--- config.mk ---
export PLATFORM = sky130hd
export DESIGN_NAME = gmpc_ram
export DESIGN_NICKNAME = d
export VERILOG_FILES = /design/src/hdl/grid_monotone_path_counter_assert.svh /design/src/hdl/gmpc_ram.sv
export SDC_FILE = /design/constraint.sdc
export NUM_CORES = 1
export LEC_CHECK = 0
export BUFFER_PORTS_ARGS = -buffer_cell sky130_fd_sc_hd__buf_2
export CORE_ASPECT_RATIO = 0.9
export CORE_MARGIN = 8
export CORE_UTILIZATION = 57
export DETAILED_ROUTE_END_ITERATION = 12
export PLACE_DENSITY_LB_ADDON = 0.1
export SETUP_SLACK_MARGIN = 0.05
export SLEW_MARGIN = 5
export SYNTH_ARGS = -nofsm -noshare
export SYNTH_HDL_FRONTEND = slang
export SYNTH_SLANG_ARGS = --single-unit
--- constraint.sdc ---
create_clock -name clk -period 3.3 [get_ports clk]
set_clock_uncertainty 0.1 [all_clocks]
set_input_delay 0 -clock clk [delete_from_list [all_inputs] [get_ports clk]]
set_output_delay 0 -clock clk [all_outputs]
set_load 0.1 [all_outputs]
--- src/hdl/grid_monotone_path_counter_assert.svh ---
// Assertion macros for the grid monotone path counter.
// Expects clk and rst_n in the scope where the macros are used.
`ifndef GRID_MONOTONE_PATH_COUNTER_ASSERT_SVH
`define GRID_MONOTONE_PATH_COUNTER_ASSERT_SVH

// Same-cycle implication.
`define GMPC_ASSERT_NOW(lbl, ante, cons, msg) \
  lbl: assert property (@(posedge clk) disable iff (!rst_n) (ante) |-> (cons)) \
    else $error(msg);

// Next-cycle implication.
`define GMPC_ASSERT_NEXT(lbl, ante, cons, msg) \
  lbl: assert property (@(posedge clk) disable iff (!rst_n) (ante) |=> (cons)) \
    else $error(msg);

`endif

--- src/hdl/gmpc_ram.sv ---
// Generic single-write, single-read RAM with registered read data.
// No dependencies.
module gmpc_ram #(
  parameter int WIDTH = 28,
  parameter int DEPTH = 16
) (
  input  logic                                   clk,
  input  logic                                   we,
  input  logic [(DEPTH > 1 ? $clog2(DEPTH) : 1)-1:0] waddr,
  input  logic [WIDTH-1:0]                       wdata,
  input  logic [(DEPTH > 1 ? $clog2(DEPTH) : 1)-1:0] raddr,
  output logic [WIDTH-1:0]                       rdata
);

  logic [WIDTH-1:0] mem [DEPTH];
  logic [WIDTH-1:0] rdata_r;

  always_ff @(posedge clk) begin
    if (we) begin
      mem[waddr] <= wdata;
    end
    rdata_r <= mem[raddr];
  end

  assign rdata = rdata_r;

endmodule

==> flow_metrics.py, run 1 <==
metrics = {
    "cells_and_area": {
        "final_common_cell": "edfxtp_1",
        "finalNonFillerCells": 1313,
        "area.growth.synth_to_final_pct": 15.2,
        "multi_input_area_um2": 3370,
        "fin_nets": 905,
        "diodes": 0,
        "fill_cells": 1970,
        "ff_latch_area_um2": 14000,
        "drive_gt1_frac": 0.299,
        "final_cell_mix": "448 x edfxtp_1, 94 x mux4_2, 63 x buf_2",
    },
    "floorplanning": {
        "io-pin-count": 66,
        "die_x_um": 201,
        "design.core.area_um2": 30600,
        "die_h_um": 182,
        "num_rows": 61,
        "start_util": 0.573,
        "die-area_um2": 36600,
    },
    "grt": {
        "grt_overflow": 0,
        "antenna_found_initial": 0,
        "grt_max_degree": 41,
        "grt_pass1_vias": 8367,
        "grt_pass1_wl_mm": 53.2,
        "track_usage": 0.193,
    },
    "yosys": {
        "seq_area_frac_synth": 0.799,
        "synthAdderAreaFrac": 0,
        "yosys_warnings": 0,
        "synth_compound_area_frac": 0.0240,
        "synth_ff_type": "edfxtp_1",
        "yosysTopAreaCell": "edfxtp_1",
        "syn_inst": 735,
        "synth.area.mux_share": 0.148,
        "synth_top_family_by_area": "multiplexers",
        "async_reset_ff_frac": 0,
        "synthesis.nets": 773,
        "yosys-top-cells-area": "edfxtp_1 77%, mux4_2 12%, dfxtp_1 3.2%",
        "yosys.area_share.simple": 0.0136,
        "ys_types": 20,
        "synth_edf_count": 448,
        "netlist_area_um2": 17500,
        "ys_ff_latch": 476,
        "syn_avg_cell_area_um2": 23.9,
        "synth_top_area_share": 0.767,
        "synth_xor_area_frac": 0,
    },
    "critical_path": {
        "worstReg2RegStart": "mem[3][16]",
        "rr_worst_depth": 3,
        "worstSetupPathType": "primary input to register",
        "cp.arrival_ns": 1.70,
        "critPathRequiredTime_ns": 3.41,
        "cp-start-kind": "primary input",
        "worstPathMaxFanout": 16,
        "path_delay_family": "simple AND/OR/NAND/NOR gates",
        "path_buf_inv": 2,
        "worstPathCellList": "buf_2 -> nand3b_1 -> nor2_4 -> buf_4",
        "slowest_stage": "nor2_4",
        "r2r-end": "rdata[16]",
        "cp-end-kind": "register",
        "critPathMaxStageDelay_ns": 0.74,
        "ff2ff_setup_slack_ns": 1.74,
    },
    "job": {
        "maxCapViolations": 0,
    },
    "power": {
        "p_sw_frac": 0.217,
        "combPwrFrac": 0.071,
        "pwr_density_cell_nw_per_um2": 625,
        "p_switching_mw": 2.74,
        "power.leakage_nw": 6.59,
        "p_int_mw": 9.89,
        "p_clk_frac": 0.390,
        "p_seq_frac": 0.538,
        "ir_drop_v": 0.000362,
    },
    "worst_hold_path": {
        "hold_start": "raddr[2]",
        "hold_depth": 4,
        "whs_endpoint": "rdata[27]",
        "worstHoldPathType": "primary input to register",
    },
    "cts": {
        "clockRootBuffer": "clkbuf_16",
        "cts_setup_buffers": 0,
        "path_clk_slew_ns": 0.06,
        "cts_buffer_depth": 3,
        "cts_sinks": 476,
        "clk_latency_ns": 0.54,
        "cts_buffers": 46,
        "htree_levels": 2,
        "cts_tree": "built",
    },
    "routing": {
        "drt-pass1-iter-count": 5,
        "vias": 7992,
        "viasPerCell": 6.09,
        "antenna_left": 0,
        "drc": 0,
        "drt-initial-drc-count": 623,
        "drt_wl_total_mm": 35.0,
        "drt-wirelength-per-cell_um": 26.7,
    },
    "sta": {
        "worst_slack_ns": 1.71,
        "worst_pin_slew_ns": 1.18,
        "fmax_mhz": 628,
        "final_hold_viol_count": 0,
        "finalSetupViolCount": 0,
        "slew_violations": 0,
        "fin_setup_tns_ns": 0,
        "fin_crit_sh": 0.483,
        "fin_crit_ns": 1.59,
        "relSlewSlack": 0.213,
        "rsz0062_at_grt": "false",
    },
    "place": {
        "dp_hpwl_mm": 18.8,
        "routabilityCongestion": 0.687,
        "port_buffers": 65,
        "dp_cells": 1200,
        "dp_slack_ns": 1.14,
    },
    "run_status": {
        "outcome": "finished, final reports clean",
    },
}
cell families after synthesis:
kind of cell           after synthesis
DFF                                476
muxes                              112
AOI/OAI and AO/OA                   56
and+or+nand+nor                     55
buffers and inverters               36
cell type report:
class,count,share of cell area
clock buffers,63,0.0632
clock inverters,22,0.00768
multi-input cells,223,0.167
flip-flops and latches,476,0.694
well taps,409,0.0253
repair buffers,120,0.0435
per-layer routing:
| layer | part of all wire | global-route usage |
|---|---|---|
| met4 | 0.011 | 0.0406 |
| met5 | 0 | 0 |
| met1 | 0.45 | 0.279 |
| met3 | 0.052 | 0.0300 |
| met2 | 0.49 | 0.313 |
stage by stage:
step	util	hold slack [ns]	area [µm²]	total power, mW
after floorplan	-	-0.00113	17500	7.54
after global placement	0.604	0.252	18500	7.78
after detailed placement	0.604	0.282	18500	7.81
after CTS	0.660	0.0223	20200	12.7
after global routing	0.660	0.0533	20200	13.0
final	0.660	0.0327	20200	12.6
how the worst max path moves through the flow:
stage | start | to | cells after the start
final | waddr[2] | mem[10][9] | 4
after detailed placement | waddr[2] | mem[11][10] | 4
after floorplan | waddr[2] | mem[0][0] | 2
after CTS | waddr[2] | mem[10][8] | 4
after global routing | waddr[2] | mem[10][8] | 4
after global placement | waddr[2] | mem[2][23] | 3
state kept, by name, summed over array words and instances (netlist names):
signal  flops
mem       448
rdata      28
synth_stat cells, types with 2 or more instances:
cell	n
nor2b_1	2
nand2_1	29
a22oi_1	56
buf_12	5
buf_8	3
edfxtp_1	448
buf_6	2
buf_2	5
mux4_1	18
dfxtp_1	28
nor2_1	13
mux4_2	94
nand2b_1	2
nand3b_1	2
nor3_1	4
clkbuf_1	20
power groups by stage:
stage          clock (mW)  sequential, mW  combinational, mW
5_1_grt              5.27            6.80              0.954
4_1_cts              5.03            6.80              0.914
3_3_place_gp            0            6.91              0.867
2_1_floorplan           0            7.21              0.333
3_5_place_dp            0            6.92              0.886
6_report             4.93            6.79              0.902
timing repair:
action,CTS,global route
gates resized for setup,0,0
hold buffers,28,0
endpoints found under the hold margin,448,0
worst min-delay path: cells and delay by family:
family | cells | cell delay (ns)
compound gates | 1 | 0.23
simple gates | 2 | 0.26
buf+inv | 1 | 0.12
Note: power is estimated with default switching activity, not from simulation.
==> run 2, diff against run 1 <==
==> constraint.sdc (replaced) <==
create_clock -name clk -period 1.49 [get_ports clk]
set_clock_uncertainty 0.1 [all_clocks]
set_input_delay 0 -clock clk [delete_from_list [all_inputs] [get_ports clk]]
set_output_delay 0 -clock clk [all_outputs]
set_load 0.1 [all_outputs]
==> run 2 against run 1 <==
Clock power grew 130%. Final area up 3.9%. Largest cell class unchanged. Setup slack worse by 1.6 ns. Wire length is 3.7% higher. Via count increased by 0.98%. Hold slack worse by 0.011 ns.
==> flow_metrics.py, run 2 (same netlist as run 1, synthesis figures left out) <==
metrics = {
    "cells_and_area": {
        "design_area_um2": 21000,
        "fin_nets": 940,
        "final_cell_mix": "448 x edfxtp_1, 94 x mux4_2, 56 x buf_2",
        "largest-register": "mem",
        "drive_gt1_frac": 0.321,
        "largest_reg_flops": 448,
        "finalNonFillerCells": 1348,
        "final_util": 0.686,
        "final_common_cell": "edfxtp_1",
        "area.growth.synth_to_final_pct": 19.7,
        "diodes": 0,
        "fill_cells": 1892,
    },
    "sta": {
        "final_hold_viol_count": 0,
        "rsz0062_at_grt": "true",
        "fin_crit_ns": 1.42,
        "fin_setup_tns_ns": 0,
        "worst_pin_slew_ns": 1.14,
        "slew_violations": 0,
        "relSlewSlack": 0.239,
        "fin_crit_sh": 0.950,
        "fmax_mhz": 707,
        "finalSetupViolCount": 0,
    },
    "critical_path": {
        "slowest_stage": "mux4_2",
        "cp-start-kind": "register",
        "worstPathMaxFanout": 1,
        "cp.arrival_ns": 1.73,
        "cp-end-kind": "register",
        "critPathRequiredTime_ns": 1.81,
        "worstPathCellList": "mux4_2 -> a22oi_1 -> nand2_1",
        "worstSetupPathType": "register to register",
        "critPathMaxStageDelay_ns": 0.49,
    },
    "floorplanning": {
        "die_h_um": 182,
        "start_util": 0.573,
        "die_x_um": 201,
        "die-area_um2": 36600,
        "design.core.area_um2": 30600,
        "num_rows": 61,
        "io-pin-count": 66,
    },
    "place": {
        "dpl_cell_area_um2": 19100,
        "dp_cells": 1226,
        "dp_hpwl_mm": 20.3,
        "routabilityCongestion": 0.705,
        "port_buffers": 65,
    },
    "grt": {
        "antenna_found_initial": 0,
        "grt_pass1_wl_mm": 53.9,
        "grt_overflow": 0,
        "grt_pass1_vias": 8580,
        "grt_max_degree": 32,
        "track_usage": 0.198,
    },
    "routing": {
        "drt_wl_total_mm": 36.3,
        "drc": 0,
        "viasPerCell": 5.99,
        "antenna_left": 0,
        "drt-pass1-iter-count": 4,
        "drt-wirelength-per-cell_um": 26.9,
        "drt-initial-drc-count": 544,
        "vias": 8070,
    },
    "cts": {
        "path_clk_slew_ns": 0.06,
        "cts_sinks": 476,
        "cts_buffers": 46,
        "htree_levels": 2,
        "cts_setup_buffers": 0,
        "cts_tree": "built",
        "clk_latency_ns": 0.54,
        "cts_buffer_depth": 3,
        "clockRootBuffer": "clkbuf_16",
    },
    "job": {
        "maxCapViolations": 0,
    },
    "worst_hold_path": {
        "worstHoldPathType": "primary input to register",
    },
    "power": {
        "ir_drop_v": 0.000974,
        "pwr_density_cell_nw_per_um2": 1360,
        "power.leakage_nw": 6.91,
    },
    "run_status": {
        "outcome": "finished, final reports clean",
    },
}
## run 2: cell count changes in the layout (fill, tap and decap cells not counted), moves of 3 or more
cell / change
buf_12: +27
dlygate4sd3_1: +8
buf_2: -7
a22oi_1: -5
a22oi_2: +5
buf_4: +4
nor3_2: -4
nor3_4: +4
clkbuf_16: +3
clkinv_2: -3
## run 2: report_power, final
| group | internal (mW) | leakage (nW) | switching (mW) |
|---|---|---|---|
| Clock | 6.84 | 0.736 | 4.60 |
| Sequential | 15.0 | 4.28 | 0.0922 |
| Combinational | 0.705 | 1.90 | 1.44 |
| Total | 22.5 | 6.91 | 6.13 |
## run 2: through the flow
stage                     hold slack [ns]  power [mW]  setup slack (ns)
after global routing               0.0510        29.5            0.0321
final                              0.0215        28.6            0.0746
after CTS                         0.00702        28.8            0.0514
after floorplan                  -0.00113        16.7            -0.224
after global placement              0.240        17.3           -0.0891
after detailed placement            0.285        17.4            -0.113
## run 2: worst max-delay path: cells and delay by family (launching register included)
kind,cells,cell delay (ns)
mux,1,0.49
flops,1,0.38
compound gates,1,0.25
simple gates,1,0.08
## run 2: worst paths after layout
kind / startpoint / endpoint / slack, ns / cells past startpoint
hold / removal: raddr[2] / rdata[4] / 0.02 / 5
hold reg to reg: mem[14][10] / rdata[10] / 0.56 / 3
setup reg to reg: mem[8][7] / rdata[7] / 0.07 / 3
setup / recovery: mem[8][7] / rdata[7] / 0.07 / 3
## run 2: area by class of cell
type                       instances  area, µm²  share of cell area
clock buffer                      66       1320              0.0629
clock inverter                    19        184             0.00876
multi-input combinational        223       3420               0.163
sequential                       476      14000               0.668
tap                              409        512              0.0244
timing repair buffer             155       1540              0.0731
## run 2: metal layers
metal / up-vias / share of wire / track usage
met2: 236 / 0.50 / 0.327
met3: 37 / 0.057 / 0.0330
met1: 4312 / 0.43 / 0.277
met5: - / 0 / 0
met4: 0 / 0.012 / 0.0438
li1: 3485 / - / -
## run 2: timing repair
action,in CTS,in global routing
hold buffers,36,0
resized for setup,7,5
endpoints found under the setup margin,7,8
hold endpoints to repair,483,0
gates cloned,0,1
